--- src/rtl/core/dbbhc_pkg.sv ---
// Package for the dual bearing blend heading controller.
// Holds op codes, register indexes, constants and the sequencer state type.
package dbbhc_pkg;

  localparam logic [1:0] OP_BODY = 2'd0;
  localparam logic [1:0] OP_CAM  = 2'd1;
  localparam logic [1:0] OP_TICK = 2'd2;
  localparam logic [1:0] OP_EN   = 2'd3;

  localparam logic [2:0] REG_BODY_WEIGHT  = 3'd0;
  localparam logic [2:0] REG_MAX_TURN     = 3'd1;
  localparam logic [2:0] REG_NOM_FWD      = 3'd2;
  localparam logic [2:0] REG_MAX_FWD      = 3'd3;
  localparam logic [2:0] REG_STOP_TO      = 3'd4;
  localparam logic [2:0] REG_EQ_MIN_AREA  = 3'd5;
  localparam logic [2:0] REG_EQ_MAX_BEAR  = 3'd6;
  localparam logic [2:0] REG_EQ_HOLD      = 3'd7;

  localparam int CFG_W = 20;

  // yaw disagreement fade window, Q3.12
  localparam logic signed [17:0] GAP_LO = 18'sd819;
  localparam logic signed [17:0] GAP_HI = 18'sd2867;
  // box area fade window, square pixels
  localparam logic [19:0] AREA_LO = 20'd800;
  localparam logic [19:0] AREA_HI = 20'd2000;
  localparam logic [16:0] ALIGN_LIMIT = 17'd1024;

  // Sequencer steps; the shared multiplier is loaded in AREA, MUL_A, MUL_K1,
  // MUL_K2, MUL_H1 and MUL_H2.
  typedef enum logic [3:0] {
    ST_IDLE,
    ST_AREA,
    ST_FRESH,
    ST_GEOM,
    ST_MUL_A,
    ST_MUL_K1,
    ST_MUL_K2,
    ST_MUL_H1,
    ST_MUL_H2,
    ST_CMD,
    ST_OUT
  } state_t;

endpackage

--- src/rtl/core/dbbhc_mul.sv ---
// Shared registered signed multiplier for the heading controller.
// Stand-alone; takes nothing from the package.
module dbbhc_mul (
  input  logic               clk,
  input  logic signed [24:0] a,
  input  logic signed [17:0] b,
  output logic signed [42:0] p
);

  logic signed [42:0] p_r;

  always_ff @(posedge clk) begin
    p_r <= 43'(a * b);
  end

  assign p = p_r;

endmodule

--- src/rtl/core/dual_bearing_blend_heading_control.sv ---
// Dual bearing blend heading controller.
// Channels: in_ valid/ready item, out_ valid/ready result, cfg_ write port.
// Each accepted item yields exactly one result item. Between accept and
// result valid a sequencer walks the blend through one shared registered
// multiplier (box area, area fade division, two weight products, two
// heading products), then the clamps. in_ready is high only while the
// sequencer is idle and the result register is empty, so a new item is
// accepted only after the previous result has been taken.
// The result sits in an output register until taken; while the receiver
// stalls the block holds the result and accepts no new item.
// Reset (rst_n low, synchronous) clears the state flags, out_valid and the
// stored detections and loads register defaults 2048, 2048, 41, 82, 1000, 3000, 1024, 1000.
// Configuration writes take effect at once; the user must make them only while idle, as the block does not check.
// Ops: body detection, camera detection, timeout tick, set enable.
// Detections and enable updates are ignored fields-wise when not relevant.
module dual_bearing_blend_heading_control
  import dbbhc_pkg::*;
(
  input  logic               clk,
  input  logic               rst_n,
  input  logic               in_valid,
  output logic               in_ready,
  input  logic [1:0]         in_op,
  input  logic [31:0]        in_now_ms,
  input  logic signed [15:0] in_bearing,
  input  logic [9:0]         in_box_width,
  input  logic [9:0]         in_box_height,
  input  logic               in_enable_value,
  output logic               out_valid,
  input  logic               out_ready,
  output logic               out_emit_params,
  output logic signed [15:0] out_forward_step,
  output logic signed [15:0] out_turn_step,
  output logic               out_start_walking,
  output logic               out_stop_walking,
  output logic               out_equipped,
  output logic               out_equipped_changed,
  input  logic               cfg_we,
  input  logic [2:0]         cfg_index,
  input  logic [CFG_W-1:0]   cfg_wdata
);

  state_t state_r, state_nxt;

  // configuration
  logic [12:0] body_weight_r;
  logic [14:0] max_turn_r, max_fwd_r, eq_max_bear_r;
  logic signed [15:0] nom_fwd_r;
  logic [15:0] stop_to_r, eq_hold_r;
  logic [19:0] eq_min_area_r;

  // block state
  logic enabled_r, walking_r, paused_r, equipped_r, any_seen_r;
  logic body_seen_r, cam_seen_r, eq_set_r;
  logic [31:0] last_any_r, body_time_r, cam_time_r, eq_time_r;
  logic signed [15:0] body_yaw_r, cam_yaw_r;
  logic [19:0] body_area_r, cam_area_r;

  // item latch
  logic [1:0]  op_r;
  logic [31:0] now_r;
  logic signed [15:0] yaw_r;
  logic [9:0]  bw_r, bh_r;
  logic        en_r;

  // working registers
  logic hc_r, hb_r;
  logic signed [15:0] ycam_r, ybody_r;
  logic [19:0] area_r;
  logic [12:0] geom_r, dist_r;
  logic        k_full_r;
  logic [12:0] k_r;
  logic signed [42:0] hsum_r;
  logic signed [16:0] head_r;

  // result register
  logic o_valid_r, o_emit_r, o_start_r, o_stop_r, o_eq_r, o_eqc_r;
  logic signed [15:0] o_fwd_r, o_turn_r;

  // shared multiplier
  logic signed [24:0] ma;
  logic signed [17:0] mb;
  logic signed [42:0] mp;

  dbbhc_mul u_mul (.clk(clk), .a(ma), .b(mb), .p(mp));

  // blend weight; a full base*geom product of 2^24 leaves the weight at dist
  wire [12:0] k_w = k_full_r ? dist_r : 13'(mp >>> 24);

  assign in_ready = (state_r == ST_IDLE) && !o_valid_r;
  wire in_acc = in_valid && in_ready;

  // next state
  always_comb begin
    state_nxt = state_r;
    unique case (state_r)
      ST_IDLE:   if (in_acc) state_nxt = ST_AREA;
      ST_AREA:   state_nxt = ST_FRESH;
      ST_FRESH:  state_nxt = ST_GEOM;
      ST_GEOM:   state_nxt = ST_MUL_A;
      ST_MUL_A:  state_nxt = ST_MUL_K1;
      ST_MUL_K1: state_nxt = ST_MUL_K2;
      ST_MUL_K2: state_nxt = ST_MUL_H1;
      ST_MUL_H1: state_nxt = ST_MUL_H2;
      ST_MUL_H2: state_nxt = ST_CMD;
      ST_CMD:    state_nxt = ST_OUT;
      ST_OUT:    state_nxt = ST_IDLE;
      default:   state_nxt = ST_IDLE;
    endcase
  end

  // multiplier operand select
  always_comb begin
    ma = '0;
    mb = '0;
    unique case (state_r)
      ST_AREA:   begin ma = 25'(bw_r); mb = 18'(bh_r); end
      // (2000 - a) * 4096 / 1200 is taken as (2000 - a) * 55924 >> 14,
      // at most one short, corrected below
      ST_MUL_A:  begin ma = 25'(AREA_HI - area_r); mb = 18'sd55924; end
      ST_MUL_K1: begin
        ma = 25'(body_weight_r > 13'd4096 ? 13'd4096 : body_weight_r);
        mb = 18'(geom_r);
      end
      ST_MUL_K2: begin ma = mp[24:0]; mb = 18'(dist_r); end
      ST_MUL_H1: begin ma = 25'(14'd4096 - 14'(k_w)); mb = 18'(ycam_r); end
      ST_MUL_H2: begin ma = 25'(k_r); mb = 18'(ybody_r); end
      default: ;
    endcase
  end

  wire [31:0] dt_cam  = now_r - cam_time_r;
  wire [31:0] dt_body = now_r - body_time_r;
  wire hc_w = cam_seen_r && (dt_cam <= 32'(stop_to_r));
  wire hb_w = body_seen_r && (dt_body <= 32'(stop_to_r));
  wire signed [16:0] dyaw = 17'(ybody_r) - 17'(ycam_r);
  wire [16:0] dabs = dyaw[16] ? 17'(-dyaw) : 17'(dyaw);
  wire same_sign = hc_r && hb_r &&
    ((ycam_r > 0 && ybody_r > 0) || (ycam_r < 0 && ybody_r < 0));

  // area division: q0 = x*55924 >> 14 is floor(x*4096/1200) or one less
  wire [19:0] adiff = AREA_HI - area_r;
  wire [13:0] q0 = 14'(mp >>> 14);
  wire [33:0] rem = 34'(adiff) * 34'd4096 - 34'(q0) * 34'd1200;
  wire [13:0] q1 = (rem >= 34'd1200) ? q0 + 14'd1 : q0;

  wire signed [42:0] s_w = hsum_r + mp + 43'sd2048;
  wire signed [16:0] h_w = 17'(s_w >>> 12);
  wire [16:0] habs = head_r[16] ? 17'(-head_r) : 17'(head_r);
  wire signed [16:0] mt = 17'(max_turn_r);
  wire signed [16:0] mf = 17'(max_fwd_r);
  wire signed [16:0] nf = 17'(nom_fwd_r);
  wire signed [16:0] eyaw = hc_r ? 17'(ycam_r) : 17'(ybody_r);
  wire [16:0] eabs = eyaw[16] ? 17'(-eyaw) : 17'(eyaw);

  always_ff @(posedge clk) begin
    if (!rst_n) begin
      state_r <= ST_IDLE;
      body_weight_r <= 13'd2048; max_turn_r <= 15'd2048; nom_fwd_r <= 16'sd41;
      max_fwd_r <= 15'd82; stop_to_r <= 16'd1000; eq_min_area_r <= 20'd3000;
      eq_max_bear_r <= 15'd1024; eq_hold_r <= 16'd1000;
      enabled_r <= 1'b0; walking_r <= 1'b0; paused_r <= 1'b0; equipped_r <= 1'b0;
      any_seen_r <= 1'b0; body_seen_r <= 1'b0; cam_seen_r <= 1'b0; eq_set_r <= 1'b0;
      last_any_r <= '0; body_time_r <= '0; cam_time_r <= '0; eq_time_r <= '0;
      body_yaw_r <= '0; cam_yaw_r <= '0; body_area_r <= '0; cam_area_r <= '0;
      o_valid_r <= 1'b0;
    end else begin
      state_r <= state_nxt;
      if (cfg_we) begin
        unique case (cfg_index)
          REG_BODY_WEIGHT: body_weight_r <= cfg_wdata[12:0];
          REG_MAX_TURN:    max_turn_r    <= cfg_wdata[14:0];
          REG_NOM_FWD:     nom_fwd_r     <= cfg_wdata[15:0];
          REG_MAX_FWD:     max_fwd_r     <= cfg_wdata[14:0];
          REG_STOP_TO:     stop_to_r     <= cfg_wdata[15:0];
          REG_EQ_MIN_AREA: eq_min_area_r <= cfg_wdata[19:0];
          REG_EQ_MAX_BEAR: eq_max_bear_r <= cfg_wdata[14:0];
          REG_EQ_HOLD:     eq_hold_r     <= cfg_wdata[15:0];
          default: ;
        endcase
      end
      if (o_valid_r && out_ready) o_valid_r <= 1'b0;
      if (in_acc) begin
        op_r <= in_op; now_r <= in_now_ms; yaw_r <= in_bearing;
        bw_r <= in_box_width; bh_r <= in_box_height; en_r <= in_enable_value;
      end
      unique case (state_r)
        ST_AREA: begin
          o_emit_r <= 1'b0; o_fwd_r <= '0; o_turn_r <= '0; o_start_r <= 1'b0;
          o_stop_r <= 1'b0; o_eqc_r <= 1'b0;
        end
        ST_FRESH: begin
          // store the detection, then judge freshness next step
          if ((op_r == OP_BODY || op_r == OP_CAM) && enabled_r) begin
            last_any_r <= now_r; any_seen_r <= 1'b1;
            if (op_r == OP_BODY) begin
              body_time_r <= now_r; body_seen_r <= 1'b1; body_yaw_r <= yaw_r;
              body_area_r <= mp[19:0];
            end else begin
              cam_time_r <= now_r; cam_seen_r <= 1'b1; cam_yaw_r <= yaw_r;
              cam_area_r <= mp[19:0];
            end
          end
        end
        ST_GEOM: begin
          hc_r <= hc_w; hb_r <= hb_w;
          ycam_r <= hc_w ? cam_yaw_r : 16'sd0;
          ybody_r <= hb_w ? body_yaw_r : (hc_w ? cam_yaw_r : 16'sd0);
          area_r <= hb_w ? body_area_r : (hc_w ? cam_area_r : 20'd0);
        end
        ST_MUL_A: begin
          if (same_sign && $signed(dabs) > GAP_LO) begin
            if ($signed(dabs) >= GAP_HI) geom_r <= '0;
            else geom_r <= 13'(17'd4096 - 17'd2 * (dabs - 17'(GAP_LO)));
          end else geom_r <= 13'd4096;
        end
        ST_MUL_K1: begin
          if (area_r == 20'd0 || area_r <= AREA_LO) dist_r <= 13'd4096;
          else if (area_r >= AREA_HI) dist_r <= '0;
          else dist_r <= 13'(q1);
        end
        ST_MUL_K2: k_full_r <= mp[24];
        ST_MUL_H1: k_r <= k_w;
        ST_MUL_H2: hsum_r <= mp;
        ST_CMD: head_r <= hb_r && hc_r ? h_w : (hc_r ? 17'(ycam_r) : 17'(ybody_r));
        ST_OUT: begin
          o_valid_r <= 1'b1;
          unique case (op_r)
            OP_BODY, OP_CAM: begin
              if (enabled_r && (hc_r || hb_r)) begin
                o_emit_r <= 1'b1;
                o_turn_r <= 16'(head_r > mt ? mt : (head_r < -mt ? -mt : head_r));
                if (habs < ALIGN_LIMIT)
                  o_fwd_r <= 16'(nf > mf ? mf : (nf < -mf ? -mf : nf));
                if (!walking_r || paused_r) begin
                  o_start_r <= 1'b1; walking_r <= 1'b1;
                end
                paused_r <= 1'b0;
                if (area_r >= eq_min_area_r && eabs <= 17'(eq_max_bear_r)) begin
                  eq_time_r <= now_r; eq_set_r <= 1'b1;
                  if (!equipped_r) begin
                    equipped_r <= 1'b1; o_eqc_r <= 1'b1;
                  end
                  o_eq_r <= 1'b1;
                end else o_eq_r <= equipped_r;
              end else o_eq_r <= equipped_r;
            end
            OP_TICK: begin
              if (enabled_r && walking_r && any_seen_r) begin
                if (now_r - last_any_r > 32'(stop_to_r)) begin
                  paused_r <= 1'b1; o_emit_r <= 1'b1;
                end
                if (equipped_r && eq_set_r && (now_r - eq_time_r > 32'(eq_hold_r)))
                begin
                  equipped_r <= 1'b0; o_eqc_r <= 1'b1; o_eq_r <= 1'b0;
                end else o_eq_r <= equipped_r;
              end else o_eq_r <= equipped_r;
            end
            default: begin
              enabled_r <= en_r;
              if (!en_r) begin
                if (walking_r) begin o_stop_r <= 1'b1; walking_r <= 1'b0; end
                if (equipped_r) begin equipped_r <= 1'b0; o_eqc_r <= 1'b1; end
                o_eq_r <= 1'b0;
                eq_time_r <= '0; eq_set_r <= 1'b0;
              end else o_eq_r <= equipped_r;
            end
          endcase
        end
        default: ;
      endcase
    end
  end

  assign out_valid = o_valid_r;
  assign out_emit_params = o_emit_r;
  assign out_forward_step = o_fwd_r;
  assign out_turn_step = o_turn_r;
  assign out_start_walking = o_start_r;
  assign out_stop_walking = o_stop_r;
  assign out_equipped = o_eq_r;
  assign out_equipped_changed = o_eqc_r;

endmodule
--- config.mk ---
export PLATFORM = sky130hd
export DESIGN_NAME = dual_bearing_blend_heading_control
export DESIGN_NICKNAME = d
export VERILOG_FILES = /design/src/rtl/core/dbbhc_pkg.sv /design/src/rtl/core/dbbhc_mul.sv /design/src/rtl/core/dual_bearing_blend_heading_control.sv
export SDC_FILE = /design/constraint.sdc
export NUM_CORES = 2
export LEC_CHECK = 0
export BUFFER_PORTS_ARGS = -buffer_cell sky130_fd_sc_hd__buf_4
export CORE_MARGIN = 5
export CORE_UTILIZATION = 60
export CTS_CLUSTER_SIZE = 24
export DETAILED_ROUTE_END_ITERATION = 10
export PLACE_DENSITY = 0.77
export SLEW_MARGIN = 10
export SYNTH_ARGS = -nofsm -noshare
export SYNTH_HDL_FRONTEND = slang
export SYNTH_HIERARCHICAL = 1
export SYNTH_SLANG_ARGS = --single-unit
--- constraint.sdc ---
create_clock -name clk -period 11.5 [get_ports clk]
set_input_delay 1.725 -clock clk [delete_from_list [all_inputs] [get_ports clk]]
set_output_delay 1.725 -clock clk [all_outputs]
set_load 0.03 [all_outputs]
==> flow_summary.ini <==
[status]
status = finished, final reports clean

[finish]
syn_to_final_growth_pct = 8.03
mostFrequentLayoutCells = nand2_1, inv_1, ha_1, fa_1, dfxtp_1
drive_gt1_frac = 0.0658
fin_nets = 7755
final_common_cell = nand2_1

[floorplan]
die_area_mm2 = 0.102
fp.dieH_um = 320
core_mm2 = 0.0952
pin_count = 138
rows = 113
start_util = 0.605
die_w_um = 320

[clock_tree]
cts_made_buffers = 73
cts_tree = yes
cts-htree-levels = 3
cts_post_setup_buffers_inserted = 0
ctsResizeCount = 0
cts.sinks = 623
cts_hold_buf = 0
clk_latency_ps = 670
cts_root_buf = clkbuf_16
path_clk_slew_ps = 60
clock_path_buffers = 3

[route]
finalWirelength_um = 169000
firstDrtPassIters = 6
drtAntennaViolNets = 0
wire_per_inst_um = 21.1
drc_errors = 0
avgViaCountPerCell = 6.11
drt_iter0_drc = 4552
vias = 49000

[placement]
dpl.hpwl_um = 126000
io_buffer_count = 137
gp_congestion = 0.980

[synthesis]
syn-num-nets = 7759
synthCells = 6704
avgSynthCellArea_um2 = 8.59
yosysWarningCount = 6
mappedNetlistArea_mm2 = 0.0576

[critical_path]
worst_ep_required_time_ps = 12050
critPathKind = reg2reg
startpoint_type = flop
worstSetupEndpointType = flop
cpPeakStageDelay_ps = 780
crit_top_cell = fa_1
r2r_slack_ps = 1920
cp_max_fo = 17
worstPathArrival_ps = 10130
critPathSlowestCell = edfxtp_1

[pwr]
finalPower_mw = 6.75
pwr-share-clk = 0.357
seqPwrFrac = 0.369
powerDensity_mw_per_mm2 = 108
combPwrFrac = 0.274
p_switching_mw = 2.30
intPower_mw = 4.45
leakage_nw = 26.1
sw_frac_of_total = 0.340
ir_drop_mv = 0.113

[grt]
grt.overflow.total = 0
grt_usage = 0.323
grt_pass1_wl_um = 265000
grt_max_degree = 102
antenna_found_initial = 2
grt_pass1_vias = 48600

[min_path]
hold_class = reg2reg

[sta]
slew_headroom = 0.116
tns_ps = 0
period_minus_slack_ps = 9580
maxSlewViolCount = 0
fmax_ghz = 0.104
setup_violations = 0
finalHoldViolCount = 0
worst_pin_slew_ps = 1330
rsz0062_at_grt = false
period_share = 0.833
finClkSkew_ps = 30.2

[job]
cap_viol_max_count = 0
metal layers:
layer	global-route usage	up-vias	wire, um
met1	0.410	23600	67200
met3	0.0601	528	14100
met5	0	-	0
met2	0.538	2132	78400
met4	0.151	0	9560
li1	-	22800	-
power by group through the flow:
stage | logic (mW) | clock network (mW) | registers [mW]
floorplan | 1.29 | 0 | 2.48
global placement | 1.77 | 0 | 2.53
detailed placement | 1.80 | 0 | 2.53
CTS | 1.81 | 2.44 | 2.48
global route | 2.03 | 2.54 | 2.49
finish | 1.85 | 2.41 | 2.49
state kept, by name, summed over array words and instances (netlist names), 29 cells and up:
name         flops
last_any_r      32
hsum_r          29
now_r           32
body_time_r     32
u_mul/p         37
cam_time_r      32
eq_time_r       32
worst paths after layout:
path	start	endpoint	cells after the start
min reg2reg	cam_yaw_r[14]	cam_yaw_r[14]	2
max	k_full_r	u_mul/p[36]	29
min	cam_yaw_r[14]	cam_yaw_r[14]	2
max reg2reg	k_full_r	u_mul/p[36]	29
layout make-up:
cell class / count / area, um^2
clock inverter: 37 / 345
sequential: 623 / 14900
multi-input combinational: 4921 / 38400
timing repair buffer: 215 / 1620
fill: 7944 / 32900
inverter: 866 / 3250
tap: 1265 / 1580
clock buffer: 98 / 2130
antenna: 4 / 10.0
stage by stage:
stage / hold WS [ps] / setup slack, ps / util / cells / cell area [um^2]
4_1_cts: 464 / 1970 / 0.654 / 8025 / 62200
6_report: 461 / 1920 / 0.654 / 8029 / 62200
2_1_floorplan: 433 / 3380 / - / 6704 / 57600
3_5_place_dp: 454 / 1980 / 0.628 / 7890 / 59800
3_3_place_gp: 448 / 2270 / 0.628 / 7890 / 59800
5_1_grt: 483 / 1410 / 0.654 / 8026 / 62200
worst max-delay path, delay by kind of cell, from the launching register on:
| family | cells | cell delay [ps] |
|---|---|---|
| AO/OA/AOI/OAI | 6 | 1450 |
| buffers and inverters | 5 | 400 |
| AND/OR/NAND/NOR | 10 | 2990 |
| flip-flops | 1 | 780 |
| adder cells (fa/ha/maj) | 7 | 3390 |
| multiplexers | 1 | 450 |
(Power assumes the default switching activity.)
